`config.mk`:
```
export PLATFORM = sky130hd
export DESIGN_NAME = resp_frame_parser_unit_flat
export DESIGN_NICKNAME = d
export VERILOG_FILES = /design/src/design/rfp_pkg.sv /design/src/design/rfp_req_if.sv /design/src/design/rfp_rsp_if.sv /design/src/design/rfp_csr_if.sv /design/src/design/resp_frame_parser_unit.sv /design/src/design/rfp_core.sv /design/src/flat_wrapper.sv
export SDC_FILE = /design/constraint.sdc
export NUM_CORES = 1
export LEC_CHECK = 0
export BUFFER_PORTS_ARGS = -buffer_cell sky130_fd_sc_hd__buf_2
export CAP_MARGIN = 20
export CELL_PAD_IN_SITES_DETAIL_PLACEMENT = 0
export CELL_PAD_IN_SITES_GLOBAL_PLACEMENT = 2
export CORE_MARGIN = 3
export CORE_UTILIZATION = 40
export DETAILED_ROUTE_END_ITERATION = 8
export MAX_ROUTING_LAYER = met4
export PLACE_DENSITY = 0.88
export SLEW_MARGIN = 0
export SYNTH_ARGS = -nofsm -noshare
export SYNTH_HDL_FRONTEND = slang
export SYNTH_SLANG_ARGS = --single-unit
```
`constraint.sdc`:
```
create_clock -name clock -period 10.7 [get_ports clock]
set_input_delay 0.535 -clock clock [delete_from_list [all_inputs] [get_ports clock]]
set_output_delay 0.535 -clock clock [all_outputs]
set_load 0.03 [all_outputs]
```
`src/design/rfp_pkg.sv`:
```
package rfp_pkg;

   typedef logic [1:0]         command_type;
   typedef logic [7:0]         byte_type;
   typedef logic [1:0]         status_type;
   typedef logic signed [63:0] number_type;
   typedef logic [29:0]        length_type;

   // frame kinds, sampled with the first byte of a frame
   localparam command_type CmdSimple  = 2'd0;
   localparam command_type CmdInteger = 2'd1;
   localparam command_type CmdBulk    = 2'd2;

   // frame end status
   localparam status_type StOk      = 2'd0;
   localparam status_type StFraming = 2'd1;
   localparam status_type StNumber  = 2'd2;

   localparam byte_type ByteCr    = 8'h0D;
   localparam byte_type ByteLf    = 8'h0A;
   localparam byte_type ByteSpace = 8'h20;
   localparam byte_type ByteTab   = 8'h09;
   localparam byte_type ByteVt    = 8'h0B;
   localparam byte_type ByteFf    = 8'h0C;
   localparam byte_type BytePlus  = 8'h2B;
   localparam byte_type ByteMinus = 8'h2D;
   localparam byte_type ByteZero  = 8'h30;
   localparam byte_type ByteNine  = 8'h39;

   localparam length_type MaxBulkReset = 30'd536870912;

   // one tenth of the largest magnitude, for the overflow test
   localparam logic [63:0] MagTenth = 64'd922337203685477580;

   typedef struct packed {
      command_type command;
      byte_type    data_byte;
   } rfp_step_type;

   typedef struct packed {
      logic       is_frame_end;
      byte_type   payload_byte;
      status_type status;
      number_type number;
   } rfp_result_type;

endpackage

```
`src/design/rfp_req_if.sv`:
```
interface rfp_req_if import rfp_pkg::*; ();
   logic        valid;
   logic        ready;
   command_type command;
   byte_type    data_byte;

   modport source (output valid, command, data_byte, input ready);
   modport sink (input valid, command, data_byte, output ready);
endinterface

```
`src/design/rfp_rsp_if.sv`:
```
interface rfp_rsp_if import rfp_pkg::*; ();
   logic       valid;
   logic       ready;
   logic       is_frame_end;
   byte_type   payload_byte;
   status_type status;
   number_type number;

   modport source (output valid, is_frame_end, payload_byte, status, number, input ready);
   modport sink (input valid, is_frame_end, payload_byte, status, number, output ready);
endinterface

```
`src/design/rfp_csr_if.sv`:
```
interface rfp_csr_if import rfp_pkg::*; ();
   logic       valid;
   logic       ready;
   length_type write_data;

   modport source (output valid, write_data, input ready);
   modport sink (input valid, write_data, output ready);
endinterface

```
`src/design/resp_frame_parser_unit.sv`:
```
// channel   dir  handshake     payload
// req_bus   in   valid/ready   command, data_byte
// rsp_bus   out  valid/ready   is_frame_end, payload_byte, status, number
// csr_bus   in   valid/ready   write_data (max_bulk_length)
//
// One byte per cycle sustained while results are taken. A request is parsed out
// of the input register after it is accepted, once the parse stage is not stalled,
// and any result it yields is registered: rsp_bus.valid then holds until taken.
// Synchronous reset clears the parse state and sets the bulk limit to 2^29.
// A held result stalls the parse stage; the input register still takes a
// request while it is empty. csr_bus is always ready.
module resp_frame_parser_unit import rfp_pkg::*; (
   input logic   clock,
   input logic   reset,
   rfp_req_if.sink   req_bus,
   rfp_rsp_if.source rsp_bus,
   rfp_csr_if.sink   csr_bus
);

   logic           in_valid_ff, in_valid_in;
   rfp_step_type   in_step_ff, in_step_in;
   logic           rsp_valid_ff, rsp_valid_in;
   rfp_result_type rsp_data_ff, rsp_data_in;
   length_type     max_len_ff, max_len_in;

   logic           advance;
   logic           step_en;
   logic           has_result;
   rfp_result_type result;

   assign advance         = !rsp_valid_ff || rsp_bus.ready;
   assign step_en         = in_valid_ff && advance;
   assign req_bus.ready   = !in_valid_ff || advance;
   assign csr_bus.ready   = 1'b1;

   assign in_valid_in  = req_bus.ready ? req_bus.valid : in_valid_ff;
   assign in_step_in   = (req_bus.ready && req_bus.valid) ?
                         rfp_step_type'{command: req_bus.command,
                                        data_byte: req_bus.data_byte} :
                         in_step_ff;
   assign rsp_valid_in = advance ? (step_en && has_result) : rsp_valid_ff;
   assign rsp_data_in  = (step_en && has_result) ? result : rsp_data_ff;
   assign max_len_in   = csr_bus.valid ? csr_bus.write_data : max_len_ff;

   rfp_core u_core (
      .clock      (clock),
      .reset      (reset),
      .step_en    (step_en),
      .step       (in_step_ff),
      .max_len    (max_len_ff),
      .has_result (has_result),
      .result     (result)
   );

   always_ff @(posedge clock) begin
      if (reset) begin
         in_valid_ff  <= 1'b0;
         rsp_valid_ff <= 1'b0;
         max_len_ff   <= MaxBulkReset;
      end else begin
         in_valid_ff  <= in_valid_in;
         rsp_valid_ff <= rsp_valid_in;
         max_len_ff   <= max_len_in;
      end
      in_step_ff  <= in_step_in;
      rsp_data_ff <= rsp_data_in;
   end

   assign rsp_bus.valid        = rsp_valid_ff;
   assign rsp_bus.is_frame_end = rsp_data_ff.is_frame_end;
   assign rsp_bus.payload_byte = rsp_data_ff.payload_byte;
   assign rsp_bus.status       = rsp_data_ff.status;
   assign rsp_bus.number       = rsp_data_ff.number;

   // a request parked behind a stalled result must not be lost or changed
   a_hold_input: assert property (@(posedge clock) disable iff (reset)
      in_valid_ff && !advance |=> in_valid_ff && $stable(in_step_ff))
      else $error("input register changed while parse stage stalled");

   // payload results carry no status and no number
   a_payload_clean: assert property (@(posedge clock) disable iff (reset)
      rsp_valid_ff && !rsp_data_ff.is_frame_end |->
         rsp_data_ff.status == StOk && rsp_data_ff.number == 64'sd0)
      else $error("payload result with status or number set");

   // a conversion error never reports a value
   a_number_err_zero: assert property (@(posedge clock) disable iff (reset)
      rsp_valid_ff && rsp_data_ff.is_frame_end && rsp_data_ff.status == StNumber
         |-> rsp_data_ff.number == 64'sd0)
      else $error("number error result with nonzero number");

   // payload byte field is zero and status is a defined code in frame end results
   a_end_no_byte: assert property (@(posedge clock) disable iff (reset)
      rsp_valid_ff && rsp_data_ff.is_frame_end |-> rsp_data_ff.payload_byte == 8'd0 &&
         (rsp_data_ff.status == StOk || rsp_data_ff.status == StFraming ||
          rsp_data_ff.status == StNumber))
      else $error("frame end result malformed");

endmodule

```
`src/design/rfp_core.sv`:
```
module rfp_core import rfp_pkg::*; (
   input  logic           clock,
   input  logic           reset,
   input  logic           step_en,
   input  rfp_step_type   step,
   input  length_type     max_len,
   output logic           has_result,
   output rfp_result_type result
);

   typedef enum logic [2:0] {
      PH_IDLE, PH_STR, PH_LEAD, PH_BODY, PH_BULK, PH_WANT_CR, PH_WANT_LF
   } phase_type;

   phase_type   phase_ff, phase_in;
   command_type kind_ff, kind_in;
   logic        saw_cr_ff, saw_cr_in;
   logic [63:0] acc_ff, acc_in;
   logic        neg_ff, neg_in;
   logic        seen_ff, seen_in;
   logic        stopped_ff, stopped_in;
   logic        nerr_ff, nerr_in;
   length_type  remain_ff, remain_in;

   phase_type   ph;
   logic        start_bad;
   logic        frame_end;
   logic        byte_out;
   status_type  end_status;
   logic [63:0] end_number;
   logic [63:0] value;
   logic [63:0] acc_digit;
   logic [3:0]  digit;
   logic        conv_err;
   logic        is_digit;
   logic        is_blank;
   logic        take;
   length_type  remain_dec;
   byte_type    b;

   assign b          = step.data_byte;
   assign digit      = b[3:0];
   assign is_digit   = b inside {[ByteZero:ByteNine]};
   assign is_blank   = b inside {ByteSpace, ByteTab, ByteVt, ByteFf};
   assign value      = neg_ff ? (64'd0 - acc_ff) : acc_ff;
   assign acc_digit  = (acc_ff << 3) + (acc_ff << 1) + {60'd0, digit};
   assign conv_err   = !seen_ff || nerr_ff || (!neg_ff && acc_ff[63]);
   assign remain_dec = remain_ff - length_type'(1);

   always_comb begin
      phase_in   = phase_ff;
      kind_in    = kind_ff;
      saw_cr_in  = saw_cr_ff;
      acc_in     = acc_ff;
      neg_in     = neg_ff;
      seen_in    = seen_ff;
      stopped_in = stopped_ff;
      nerr_in    = nerr_ff;
      remain_in  = remain_ff;
      ph         = phase_ff;
      start_bad  = 1'b0;
      frame_end  = 1'b0;
      byte_out   = 1'b0;
      end_status = StOk;
      end_number = 64'd0;
      take       = 1'b0;

      if (step_en) begin
         if (phase_ff == PH_IDLE) begin
            kind_in = step.command;
            case (step.command)
               CmdSimple:           ph = PH_STR;
               CmdInteger, CmdBulk: ph = PH_LEAD;
               default:             start_bad = 1'b1;
            endcase
         end
         phase_in = ph;

         if (start_bad) begin
            frame_end  = 1'b1;
            end_status = StFraming;
         end else begin
            case (ph)
               PH_BULK: begin
                  remain_in = remain_dec;
                  if (remain_dec == '0) phase_in = PH_WANT_CR;
                  byte_out = 1'b1;
               end
               PH_WANT_CR: begin
                  if (b == ByteCr) begin
                     phase_in = PH_WANT_LF;
                  end else begin
                     frame_end  = 1'b1;
                     end_status = StFraming;
                     end_number = acc_ff;
                  end
               end
               PH_WANT_LF: begin
                  frame_end  = 1'b1;
                  end_status = (b == ByteLf) ? StOk : StFraming;
                  end_number = acc_ff;
               end
               PH_STR, PH_LEAD, PH_BODY: begin
                  if (saw_cr_ff) begin
                     if (b != ByteLf) begin
                        frame_end  = 1'b1;
                        end_status = StFraming;
                     end else if (ph == PH_STR) begin
                        frame_end = 1'b1;
                     end else if (conv_err) begin
                        frame_end  = 1'b1;
                        end_status = StNumber;
                     end else if (kind_ff == CmdInteger) begin
                        frame_end  = 1'b1;
                        end_number = value;
                     end else if ((neg_ff && acc_ff != 64'd0) ||
                                  acc_ff > {34'd0, max_len}) begin
                        frame_end  = 1'b1;
                        end_status = StFraming;
                        end_number = value;
                     end else begin
                        // good bulk length: move on to the payload, or to the trailer if it is empty
                        acc_in    = {34'd0, acc_ff[29:0]};
                        neg_in    = 1'b0;
                        saw_cr_in = 1'b0;
                        remain_in = acc_ff[29:0];
                        phase_in  = (acc_ff[29:0] != '0) ? PH_BULK : PH_WANT_CR;
                     end
                  end else if (b == ByteCr) begin
                     saw_cr_in = 1'b1;
                  end else if (b == ByteLf) begin
                     frame_end  = 1'b1;
                     end_status = StFraming;
                  end else if (ph == PH_STR) begin
                     byte_out = 1'b1;
                  end else begin
                     take = 1'b1;
                     if (ph == PH_LEAD) begin
                        if (is_blank) begin
                           take = 1'b0;
                        end else begin
                           phase_in = PH_BODY;
                           if (b == BytePlus) begin
                              take = 1'b0;
                           end else if (b == ByteMinus) begin
                              neg_in = 1'b1;
                              take   = 1'b0;
                           end
                        end
                     end
                     if (take && !stopped_ff) begin
                        if (is_digit) begin
                           seen_in = 1'b1;
                           if (!nerr_ff) begin
                              if (acc_ff > MagTenth ||
                                  (acc_ff == MagTenth && digit > 4'd8)) begin
                                 nerr_in = 1'b1;
                              end else begin
                                 acc_in = acc_digit;
                              end
                           end
                        end else begin
                           stopped_in = 1'b1;
                        end
                     end
                  end
               end
               default: begin
                  frame_end  = 1'b1;
                  end_status = StFraming;
               end
            endcase
         end

         if (frame_end) begin
            phase_in   = PH_IDLE;
            kind_in    = CmdSimple;
            saw_cr_in  = 1'b0;
            acc_in     = 64'd0;
            neg_in     = 1'b0;
            seen_in    = 1'b0;
            stopped_in = 1'b0;
            nerr_in    = 1'b0;
            remain_in  = '0;
         end
      end

      has_result          = frame_end || byte_out;
      result.is_frame_end = frame_end;
      result.payload_byte = byte_out ? b : 8'd0;
      result.status       = frame_end ? end_status : StOk;
      result.number       = frame_end ? $signed(end_number) : 64'sd0;
   end

   always_ff @(posedge clock) begin
      if (reset) begin
         phase_ff   <= PH_IDLE;
         kind_ff    <= CmdSimple;
         saw_cr_ff  <= 1'b0;
         acc_ff     <= 64'd0;
         neg_ff     <= 1'b0;
         seen_ff    <= 1'b0;
         stopped_ff <= 1'b0;
         nerr_ff    <= 1'b0;
         remain_ff  <= '0;
      end else begin
         phase_ff   <= phase_in;
         kind_ff    <= kind_in;
         saw_cr_ff  <= saw_cr_in;
         acc_ff     <= acc_in;
         neg_ff     <= neg_in;
         seen_ff    <= seen_in;
         stopped_ff <= stopped_in;
         nerr_ff    <= nerr_in;
         remain_ff  <= remain_in;
      end
   end

endmodule

```
`src/flat_wrapper.sv`:
```
// flat-port wrapper written by rule: the top's interface ports become plain ports
module resp_frame_parser_unit_flat import rfp_pkg::*;
  (clock, reset, req_bus_valid, req_bus_command, req_bus_data_byte, req_bus_ready, rsp_bus_valid, rsp_bus_is_frame_end, rsp_bus_payload_byte, rsp_bus_status, rsp_bus_number, rsp_bus_ready, csr_bus_valid, csr_bus_write_data, csr_bus_ready);
  rfp_req_if req_bus_i ();
  rfp_rsp_if rsp_bus_i ();
  rfp_csr_if csr_bus_i ();
  input logic clock;
  input logic reset;
  input wire logic [$bits(req_bus_i.valid)-1:0] req_bus_valid;
  input wire logic [$bits(req_bus_i.command)-1:0] req_bus_command;
  input wire logic [$bits(req_bus_i.data_byte)-1:0] req_bus_data_byte;
  output wire logic [$bits(req_bus_i.ready)-1:0] req_bus_ready;
  output wire logic [$bits(rsp_bus_i.valid)-1:0] rsp_bus_valid;
  output wire logic [$bits(rsp_bus_i.is_frame_end)-1:0] rsp_bus_is_frame_end;
  output wire logic [$bits(rsp_bus_i.payload_byte)-1:0] rsp_bus_payload_byte;
  output wire logic [$bits(rsp_bus_i.status)-1:0] rsp_bus_status;
  output wire logic [$bits(rsp_bus_i.number)-1:0] rsp_bus_number;
  input wire logic [$bits(rsp_bus_i.ready)-1:0] rsp_bus_ready;
  input wire logic [$bits(csr_bus_i.valid)-1:0] csr_bus_valid;
  input wire logic [$bits(csr_bus_i.write_data)-1:0] csr_bus_write_data;
  output wire logic [$bits(csr_bus_i.ready)-1:0] csr_bus_ready;
  assign req_bus_i.valid = req_bus_valid;
  assign req_bus_i.command = req_bus_command;
  assign req_bus_i.data_byte = req_bus_data_byte;
  assign req_bus_ready = req_bus_i.ready;
  assign rsp_bus_valid = rsp_bus_i.valid;
  assign rsp_bus_is_frame_end = rsp_bus_i.is_frame_end;
  assign rsp_bus_payload_byte = rsp_bus_i.payload_byte;
  assign rsp_bus_status = rsp_bus_i.status;
  assign rsp_bus_number = rsp_bus_i.number;
  assign rsp_bus_i.ready = rsp_bus_ready;
  assign csr_bus_i.valid = csr_bus_valid;
  assign csr_bus_i.write_data = csr_bus_write_data;
  assign csr_bus_ready = csr_bus_i.ready;
  resp_frame_parser_unit u_core (.clock(clock), .reset(reset), .req_bus(req_bus_i), .rsp_bus(rsp_bus_i), .csr_bus(csr_bus_i));
endmodule
```
# Word level (Yosys, flattened, before mapping)
# Cells that the tools add are included.
# totals
reg_bits	221
latchBits	0
ram_bits	0
mem_bits_ro	0
inputBits	45
out_inout_bits	78
elab_cells	274
n_memories	0
# classes
n_addsub	4
n_mul	0
div	0
order_cmp	5
eq_ne	43
n_shift	0
n_mux	152
bitwise_logic	2
n_reduce_logical	48
# op_table
operator	count
$mux 64	24
$mux 30	8
$pmux 64 s3	1
$mux 1	90
$add 64x4->64	1
$add 64x64->64	1
$eq 64x60->1 const B	1
$gt 64x30->1	1
$gt 64x60->1 const B	1
$reduce_bool 64->1	1
$sub 1x64->64 const A	1
$pmux 30 s2	1
$mux 3	17
$eq 8x4->1 const B	5
$logic_not 30->1	1
$ne 3x2->1 const B	10
$reduce_bool 30->1	1
$sub 30x1->30 const B	1
$reduce_and 14->1	2
$reduce_and 9->1	3
$eq 8x6->1 const B	3
$ne 3x3->1 const B	6
$reduce_bool 3->1	5
$ne 2x1->1 const B	7
29 further kinds	62

# Depth between registers and ports, before layout
# Gate-level depths: netlist of the first run.
# logic_depth
ltp_word	23
mapped_depth	16
mapped_depth_nobuf	15

# Cells and area by module
# A second synthesis of the first run with hierarchy kept.
# hier_totals
hier_cells	2109
area_unflattened_um2	17156.5
# by_module_without_submodules
mod	instances	cells_per_inst	area_per_inst_um2
rfp_core	1	1914	13426.6
resp_frame_parser_unit	1	195	3729.8

# Worst setup path before layout of the first run
# Ideal clock, no wire load.
# synth_path
path_type	reg2reg
start	register u_core.u_core.acc_ff[28]
end	register u_core.rsp_data_ff (netlist bit u_core.rsp_bus.is_frame_end) (enable)
t_arrival_ns	4.191
required_ns	10.271
path_slack_ns	6.080
path_stages_with_launch	13
synth_period_minus_slack_ns	4.620
path_cell_list	dfxtp_1 -> ha_1 -> nand4_1 -> nor4_1 -> and3_1 -> o31a_1 -> a2111oi_4 -> o211a_2 -> a21bo_2 -> buf_2 -> nor2_1 -> nor2_1 -> inv_1
# synth_between
elab_chain_len	15
word_cells_on_any_way	16
# synth_lines
element	line_no	rtl
start, declared	rfp_core.sv:18	logic [63:0] acc_ff, acc_in;
start signal, assigned	rfp_core.sv:210	acc_ff <= acc_in;
branches (longest 2 deep; another with $gt 64x30->1)	--	
$logic_or 1x1->1 *	rfp_core.sv:116	end else if ((neg_ff && acc_ff != 64'd0) ||
$mux 1 *	rfp_core.sv:116	
$mux 1 *	rfp_core.sv:113	end else if (kind_ff == CmdInteger) begin
$mux 1 *	rfp_core.sv:110	end else if (conv_err) begin
$mux 1 *	rfp_core.sv:108	end else if (ph == PH_STR) begin
$mux 1 *	rfp_core.sv:105	if (b != ByteLf) begin
$mux 1 *	rfp_core.sv:104	if (saw_cr_ff) begin
$pmux 1 s3 *	rfp_core.sv:83	case (ph)
$mux 1 *	rfp_core.sv:79	if (start_bad) begin
$mux 1 * (2 in a row)	rfp_core.sv:68	if (step_en) begin
net u_core.u_core.frame_end	rfp_core.sv:27	logic frame_end;
$logic_or 1x1->1 *	rfp_core.sv:188	has_result = frame_end || byte_out;
$logic_and 1x1->1 *	resp_frame_parser_unit.sv:42	assign rsp_data_in = (step_en && has_result) ? result : rsp_data_ff;
end signal, assigned	resp_frame_parser_unit.sv:66	rsp_data_ff <= rsp_data_in;
end, declared	resp_frame_parser_unit.sv:23	rfp_result_type rsp_data_ff, rsp_data_in;
# Mark *: on every way through the listed nets, which the timed path passes. The select of a mux whose other input is x is not followed.
# A chain may end at the register's enable or synchronous reset.

# Final worst setup path of the first run
# layout_path
start	register u_core.u_core.acc_ff[9]
end	register u_core.rsp_data_ff (netlist bit u_core.rsp_bus.number[45]), data pin
# layout_between
elab_chain_len	15
word_cells_on_any_way	25
# layout_lines
element	line_no
branches (longest 2 deep; another with $gt 64x30->1)	--
$logic_or 1x1->1 *	rfp_core.sv:116
$mux 1 *	rfp_core.sv:116
$mux 1 *	rfp_core.sv:113
$mux 1 *	rfp_core.sv:110
$mux 1 *	rfp_core.sv:108
$mux 1 *	rfp_core.sv:105
$mux 1 *	rfp_core.sv:104
$pmux 1 s3 *	rfp_core.sv:83
$mux 1 *	rfp_core.sv:79
$mux 1 * (2 in a row)	rfp_core.sv:68
net u_core.u_core.frame_end	rfp_core.sv:27
$not 1->1 (no line) *	--
$reduce_or 3->1 (no line) *	--
# Marks and branches as above.

==> results_dict.tcl, run 1 <==
set metrics [dict create \
    cts_resized 0 \
    dp.cells 2635 \
    clkLatencyLatePin_ps 550 \
    dr_wl_met3_mm 3.85 \
    syn_nets 2306 \
    holdBufCountCts 0 \
    gp_congestion 0.873 \
    layout.cells.non_filler 2684 \
    synthArstFlopShare_pct 0 \
    cts.sinks 221 \
    critPathLaunchType "register" \
    setup_tns_ps 0 \
    status "finished, final reports clean" \
    post_cts_buffers 0 \
    syn_area_um2 16700 \
    drt-initial-drc-count 1483 \
    leakage_nw 7.76 \
    cpMaxStageDelayCell "dfxtp_1" \
    arrival_ps 5380 \
    path_class "reg -> reg" \
    cts-root-buf "clkbuf_16" \
    dr.pass1.iters 7 \
    synthFlopType "dfxtp_1" \
    diodes 0 \
    wl_met1_mm 26.5 \
    port_buffers 121 \
    finalCritPeriodShare_pct 47.4 \
    grt_start_max_net_pins 73 \
    drc 0 \
    synth-seq-cells 221 \
    ys_seq_area_share_pct 31.5 \
    slew_headroom_pct 34.7 \
    rsz0062_at_grt "no" \
    syn_avg_cell_area_um2 7.96 \
    final_area_um2 18500 \
    fin_skew_ps 14.7 \
    synth_edf_count 85 \
    initial_core_util_pct 40.7 \
    wl_per_cell_um 21.0 \
    die_w_um 210 \
    vdd_drop_max_mv 0.0979 \
    io_pins 123 \
    total_power_w 0.00223 \
    dpl.hpwl_mm 39.7 \
    dieArea_um2 44300 \
    final_cell_mix "a21oi_1, nand2_1, nor2_1" \
    ys_warn_count 0 \
    crit_fanout 64 \
    crit_chain "ha_1 -> a21oi_1 -> o21ai_0 -> a221o_1 -> a211o_1 -> a2111oi_4 -> o211a_2 -> a21bo_2 -> nor2_1 -> nand4_1 -> buf_4 -> o21ba_2" \
    grt_pass1_wl_mm 87.1 \
    grtUsageTotal_pct 25.4 \
    hp-class "in -> reg" \
    maxCapViolCount 0 \
    worstMarginPinSlew_ps 979 \
    min_period_ps 5070 \
    htreeDepth 1 \
    dr_wl_met2_mm 24.6 \
    grt-ovfl-total 0 \
    crit_required_ps 11010 \
    cts_made_buffers 26 \
    hold_viol_final 0 \
    clk_pin_slew_ps 70 \
    antenna_found_initial 1 \
    grt_pass1_vias 14800 \
    slew_viol_final 0 \
    drt-total-wl_mm 56.5 \
    nets 2337 \
    num_vias 16000 \
    max_stage_delay_ps 810 \
    powerDensity_nw_per_um2 121 \
    fmax_ghz 0.197 \
    via_per_inst 5.96 \
    area_delta_synth_final_pct 10.7 \
    finalSetupViolCount 0 \
    placed_area_um2 17600 \
    drive_gt1_share_pct 10.6 \
    clock_path_buffers 3 \
    antenna_left 0 \
    fp-row-count 74 \
    tritoncts "yes" \
    syn_inst 2101 \
    highest_layer "met4" \
    die_height_um 210 \
    core_um2 41100 \
    synth_cell_type_count 79 \
    crit_path_end_kind "register" \
    layout_commonest_cell "a21oi_1" \
]
## power by group
group / internal, W / total, W / switching, W / leakage, nW
logic: 0.000109 / 0.000354 / 0.000244 / 5.45
registers: 0.000910 / 0.000940 / 0.0000303 / 1.87
clock network: 0.000544 / 0.000938 / 0.000394 / 0.437
total: 0.00156 / 0.00223 / 0.000669 / 7.76
## sequential cells by signal, summed over array words and instances, names as in the netlist, 2 cells and up
name	count
u_core.in_step_ff	10
u_core.rsp_bus.status	2
u_core.u_core.acc_ff	64
u_core.rsp_bus.number	64
u_core.u_core.phase_ff	3
u_core.max_len_ff	30
u_core.u_core.remain_ff	30
u_core.u_core.kind_ff	2
u_core.rsp_bus.payload_byte	8
## cell usage after synthesis, types with 8 or more instances
cell type  count  area share [%]
or3_1         27             1.0
o21a_1        12            0.54
a311oi_1      25             1.3
a21o_1        36             1.6
a22oi_1       12            0.54
xor2_1        28             1.5
nor4_1        20            0.75
a211oi_1      10            0.45
nand3_1       85             2.5
nand4_1       34             1.3
a31oi_1       18            0.67
o31ai_1       18            0.81
and3_1        21            0.79
o21ai_0      125             3.7
a21oi_1      252             7.5
or2_2          8            0.30
o21ai_1       11            0.33
or4_1         11            0.49
xnor2_1       46             2.4
o211ai_1       9            0.40
o2111ai_1     16            0.84
clkbuf_1     104             2.3
ha_1         158              12
buf_2         19            0.57
nor2_1       183             4.1
nor2b_1       19            0.71
dfxtp_1      136              16
edfxtp_1      85              15
inv_1         70             1.6
buf_1         10            0.22
nand3b_1      21            0.94
nand2b_1      15            0.56
nor3_1        53             1.6
mux2i_1       30             1.8
and2_1        20            0.75
nand2_1      250             5.6
## cells by family (layout without fill, tap and decap cells)
group | after synthesis | count (layout) | synth area share, %
and+or+nand+nor | 799 | 799 | 23.3
AOI/OAI and AO/OA | 609 | 609 | 22.5
DFF | 221 | 221 | 31.5
buffers and inverters | 207 | 258 | 4.92
adders and majority gates | 160 | 160 | 12.1
xor gates and xnor gates | 74 | 74 | 3.88
muxes | 30 | 30 | 1.80
other | 1 | 1 | 0.0224
## layout make-up
class	count	area, um2
inverters	70	264
fillers	4128	22600
well taps	532	666
flip-flops and latches	221	5280
multi-input cells	1673	10600
clock inverters	18	179
clock buffers	30	728
repair buffers	140	758
## critical path, delay by kind of cell, from the launching register on
family | cells | cell delay [ps]
simple gates | 2 | 430
flops | 1 | 810
fa+ha+maj | 1 | 370
buf+inv | 1 | 620
compound gates | 8 | 2570
## path summary, 6_finish.rpt
check | start | to | slack, ps | depth (start not counted)
max | u_core.u_core.acc_ff[9]$_SDFFE_PP0P_ | u_core.rsp_bus.number[45]$_SDFFCE_PP0P_ | 5630 | 12
min | req_bus_data_byte[7] | u_core.in_step_ff[7]$_DFFE_PP_ | 160 | 1
max reg2reg | u_core.u_core.acc_ff[9]$_SDFFE_PP0P_ | u_core.rsp_bus.number[45]$_SDFFCE_PP0P_ | 5630 | 12
min reg2reg | u_core.u_core.remain_ff[11]$_SDFFE_PP0P_ | u_core.u_core.remain_ff[11]$_SDFFE_PP0P_ | 470 | 2
## through the flow
step                setup WS, ps  hold slack [ps]  utilization (%)
finish                      5630              164             45.0
global route                5350              151             45.0
CTS                         5640              139             45.0
floorplan                   6080              445                -
global placement            5760              456             42.8
detailed placement          5680              461             42.8
## metal layers
metal,global-route usage [%],vias up
met4,6.61,0
li1,-,7770
met2,38.1,548
met1,36.0,7595
met5,-,-
met3,3.47,87
Note: power is estimated with default switching activity, not from simulation.
==> run 2: changes to the inputs <==
Settings changed: CORE_UTILIZATION 40 to 33, PLACE_DENSITY 0.88 to 0.78.
Clock period 10.7 ns to 4.48 ns, I/O delays scaled along.
==> results_dict.tcl, run 2 (synthesis results as in run 1) <==
set metrics [dict create \
    status "finished, final reports clean" \
    gp_congestion 0.859 \
    grt-ovfl-total 0 \
    power.switching_w 0.00159 \
    initial_core_util_pct 33.8 \
    port_buffers 121 \
    vdd_drop_max_mv 0.230 \
    min_period_ps 4170 \
    num_vias 16400 \
    cts_made_buffers 28 \
    via_per_inst 5.59 \
    cts-root-buf "clkbuf_16" \
    clock_path_buffers 3 \
    swShare_pct 29.3 \
    slew_viol_final 0 \
    placed_area_um2 18400 \
    clkPwrFrac_pct 42.3 \
    antenna_left 0 \
    die_height_um 231 \
    dr.pass1.iters 5 \
    internal-power_w 0.00386 \
    nets 2454 \
    powerDensity_nw_per_um2 276 \
    drt-initial-drc-count 1359 \
    grtUsageTotal_pct 22.1 \
    hp-class "in -> reg" \
    wl_per_cell_um 20.3 \
    grt_start_max_net_pins 76 \
    total_power_w 0.00545 \
    crit_family "simple AND/OR/NAND/NOR gates" \
    cts.sinks 221 \
    clkLatencyLatePin_ps 560 \
    maxCapViolCount 0 \
    max_stage_delay_ps 610 \
    finalCritPeriodShare_pct 93.1 \
    crit_fanout 24 \
    dieArea_um2 53400 \
    cpMaxStageDelayCell "or4_1" \
    cts_resized 0 \
    htreeDepth 1 \
    drc 0 \
    crit_chain "or4_1 -> nor4_1 -> and4_1 -> nand2_1 -> a2111oi_4 -> o211a_2 -> a21bo_2 -> buf_4 -> and2_1 -> or3_1 -> buf_4 -> nand2_1 -> a21oi_1" \
    layout_commonest_cell "a21oi_1" \
    final_cell_mix "a21oi_1, nand2_1, nor2_1" \
    power_frac_seq_pct 40.9 \
    holdBufCountCts 41 \
    finalSetupViolCount 0 \
    drive_gt1_share_pct 13.1 \
    dpl.hpwl_mm 43.7 \
    post_cts_buffers 0 \
    fmax_ghz 0.240 \
    crit_path_end_kind "register" \
    grt_pass1_vias 15400 \
    arrival_ps 4650 \
    fp-row-count 81 \
    setup_tns_ps 0 \
    io_pins 123 \
    path_class "reg -> reg" \
    critPathLaunchType "register" \
    combPwrFrac_pct 16.8 \
    hold_viol_final 0 \
    rsz0062_at_grt "no" \
    leakage_nw 8.35 \
    fin_skew_ps 14.4 \
    final_area_um2 19700 \
    dp.cells 2842 \
    critPathBufInv 2 \
    clk_pin_slew_ps 60 \
    layout.cells.non_filler 2936 \
    slew_headroom_pct 32.8 \
    grt_pass1_wl_mm 91.5 \
    crit_required_ps 4960 \
    worstMarginPinSlew_ps 1010 \
    fin_hold_ws_ps 56.3 \
    drt-total-wl_mm 59.5 \
    core_um2 49500 \
    area_delta_synth_final_pct 18.0 \
    antenna_found_initial 0 \
    die_w_um 231 \
    tritoncts "yes" \
]
run 2: worst paths after layout:
check	from	slack, ps	cells after the start	end
max	u_core.u_core.acc_ff[56]$_SDFFE_PP0P_	310	13	u_core.u_core.acc_ff[43]$_SDFFE_PP0P_
min	rsp_bus_ready	60	3	u_core.in_valid_ff$_SDFFE_PP0N_
max reg2reg	u_core.u_core.acc_ff[56]$_SDFFE_PP0P_	310	13	u_core.u_core.acc_ff[43]$_SDFFE_PP0P_
min reg2reg	u_core.u_core.remain_ff[14]$_SDFFE_PP0P_	490	2	u_core.u_core.remain_ff[14]$_SDFFE_PP0P_
run 2: area by class of cell:
| class | count | area, um2 |
|---|---|---|
| inverter | 70 | 267 |
| tap | 664 | 831 |
| multi-input combinational | 1673 | 10600 |
| antenna | 1 | 2.50 |
| sequential | 221 | 5280 |
| clock inverter | 13 | 124 |
| timing repair buffer | 255 | 1780 |
| fill | 5158 | 29700 |
| clock buffer | 39 | 815 |
run 2: stage by stage:
stage               setup WS (ps)  util, %
floorplan                     107        -
global route                 43.0     39.9
global placement              373     37.2
detailed placement            365     37.2
CTS                           332     39.9
finish                        307     39.9
run 2: power by group through the flow:
stage,sequential (W),clock (W),combinational (W)
4_1_cts,0.00223,0.00237,0.000908
3_5_place_dp,0.00227,0,0.000875
2_1_floorplan,0.00234,0,0.000535
3_3_place_gp,0.00227,0,0.000874
5_1_grt,0.00223,0.00243,0.00100
6_report,0.00223,0.00231,0.000915
run 2: metal layers:
layer  vias to the layer above  routed length (um)  track usage [%]
li1                       7999                   -                -
met1                      7820               28200             31.0
met2                       519               26700             34.2
met3                        75                3230             2.41
met4                         0                1360             5.17
met5                         -                   0                -
run 2: worst min-delay path, delay by kind of cell:
family	cells	cell delay (ps)
AO/OA/AOI/OAI	1	80
AND/OR/NAND/NOR	1	150
buffers and inverters	1	100
==> run 3: changes to the inputs <==
Settings changed: CORE_UTILIZATION 33 to 34, CTS_BUF_LIST set to sky130_fd_sc_hd__clkbuf_2, PLACE_DENSITY 0.78 to 0.8.
==> results_dict.tcl, run 3 (synthesis results as in run 1) <==
set metrics [dict create \
    status "finished, final reports clean" \
    final_core_util_pct 42.3 \
    gp_congestion 0.871 \
    slew_headroom_pct 31.8 \
    grt_pass1_vias 16300 \
    drc 0 \
    powerDensity_nw_per_um2 244 \
    drt-total-wl_mm 61.7 \
    worstMarginPinSlew_ps 1020 \
    wl_per_cell_um 19.9 \
    critPathBufInv 2 \
    min_period_ps 4220 \
    cts_made_buffers 66 \
    dr.pass1.iters 6 \
    core_um2 48100 \
    dieArea_um2 51900 \
    tritoncts "yes" \
    port_buffers 121 \
    maxCapViolCount 0 \
    nets 2584 \
    initial_core_util_pct 34.7 \
    final_cell_mix "a21oi_1, nand2_1, nor2_1" \
    crit_required_ps 5410 \
    layout_commonest_cell "a21oi_1" \
    area_delta_synth_final_pct 21.7 \
    crit_fanout 7 \
    critPathLaunchType "register" \
    fmax_ghz 0.237 \
    num_vias 17200 \
    post_cts_buffers 0 \
    clkLatencyLatePin_ps 1080 \
    die_height_um 228 \
    multiInputGateArea_um2 10600 \
    dpl.hpwl_mm 43.7 \
    clock_path_buffers 3 \
    leakage_nw 8.75 \
    hold_viol_final 0 \
    drive_gt1_share_pct 15.5 \
    preCtsSetupSlack_ps 216 \
    grtUsageTotal_pct 23.8 \
    htreeDepth 3 \
    cts-root-buf "clkbuf_2" \
    antenna_left 0 \
    antenna_found_initial 5 \
    grt_start_max_net_pins 72 \
    path_class "reg -> reg" \
    die_w_um 228 \
    cts.sinks 221 \
    grt-ovfl-total 0 \
    crit_chain "fa_1 -> inv_1 -> fa_1 -> nor2b_1 -> o2111ai_1 -> a2111o_1 -> nand3_1 -> a31oi_1 -> o31ai_2 -> buf_4 -> o22ai_1 -> o21ai_1 -> a31oi_1 -> xnor2_1 -> o21ai_1" \
    setup_slack_ps 260 \
    rsz0062_at_grt "yes" \
    finalCritPeriodShare_pct 94.2 \
    fp-row-count 80 \
    nFillCells 4891 \
    crit_family "compound AO/OA/AOI/OAI gates" \
    via_per_inst 5.58 \
    cpMaxStageDelayCell "fa_1" \
    max_stage_delay_ps 610 \
    layout.cells.non_filler 3092 \
    arrival_ps 5150 \
    vdd_drop_max_mv 0.155 \
    grt_pass1_wl_mm 95.5 \
    finalSetupViolCount 0 \
    hp-class "in -> reg" \
    fin_skew_ps 103 \
    io_pins 123 \
    seq_area_um2 5280 \
    slew_viol_final 0 \
    drt-initial-drc-count 1302 \
    dp.cells 2849 \
    crit_path_end_kind "register" \
    clk_pin_slew_ps 120 \
]
run 3: worst min-delay path: stages:
cell           delay (ps)
dlygate4sd3_1         530
buf_4                 340
a21oi_1               210
run 3: layer usage:
layer  track usage [%]  share of wire (%)
met5                 -                  0
met4              7.23                2.3
met3              4.20                6.6
met1              32.3                 46
met2              36.0                 45
run 3: what timing repair did:
item	4_1_cts	5_1_grt
hold buffers	118	0
hold endpoints to repair	115	0
setup endpoints to repair	0	5
gates resized for setup	0	4
run 3: area by class of cell:
type | count | share of cell area [%]
Multi-Input combinational cell | 1673 | 52.3
Clock inverter | 22 | 0.879
Tap cell | 656 | 4.03
Sequential cell | 221 | 25.9
Timing Repair Buffer | 347 | 13.1
Clock buffer | 96 | 2.36
Inverter | 70 | 1.31
Antenna cell | 7 | 0.0861
run 3: path summary, 6_finish.rpt:
| check | startpoint | endpoint | slack [ps] | cells past startpoint |
|---|---|---|---|---|
| min reg2reg | u_core.u_core.remain_ff[11]$_SDFFE_PP0P_ | u_core.u_core.remain_ff[11]$_SDFFE_PP0P_ | 470 | 2 |
| max | u_core.u_core.acc_ff[0]$_SDFFE_PP0P_ | u_core.u_core.acc_ff[56]$_SDFFE_PP0P_ | 260 | 15 |
| min | reset | u_core.u_core.acc_ff[0]$_SDFFE_PP0P_ | 330 | 3 |
| max reg2reg | u_core.u_core.acc_ff[0]$_SDFFE_PP0P_ | u_core.u_core.acc_ff[56]$_SDFFE_PP0P_ | 260 | 15 |
run 3: where the power goes:
part	leakage, nW	switching (W)	total, W	internal [W]
clock	0.480	0.00100	0.00175	0.000752
sequential	1.87	0.0000544	0.00222	0.00217
combinational	6.39	0.000629	0.000987	0.000358
total	8.75	0.00168	0.00496	0.00328
run 3: stage by stage:
| stage | total power [W] | area, um2 | hold WS, ps | setup TNS (ps) |
|---|---|---|---|---|
| 2_1_floorplan | 0.00288 | 16700 | 323 | 0 |
| 3_3_place_gp | 0.00315 | 18500 | 404 | 0 |
| 3_5_place_dp | 0.00315 | 18500 | 402 | 0 |
| 4_1_cts | 0.00502 | 20300 | 202 | 0 |
| 5_1_grt | 0.00523 | 20400 | 257 | -103 |
| 6_report | 0.00496 | 20400 | 327 | 0 |
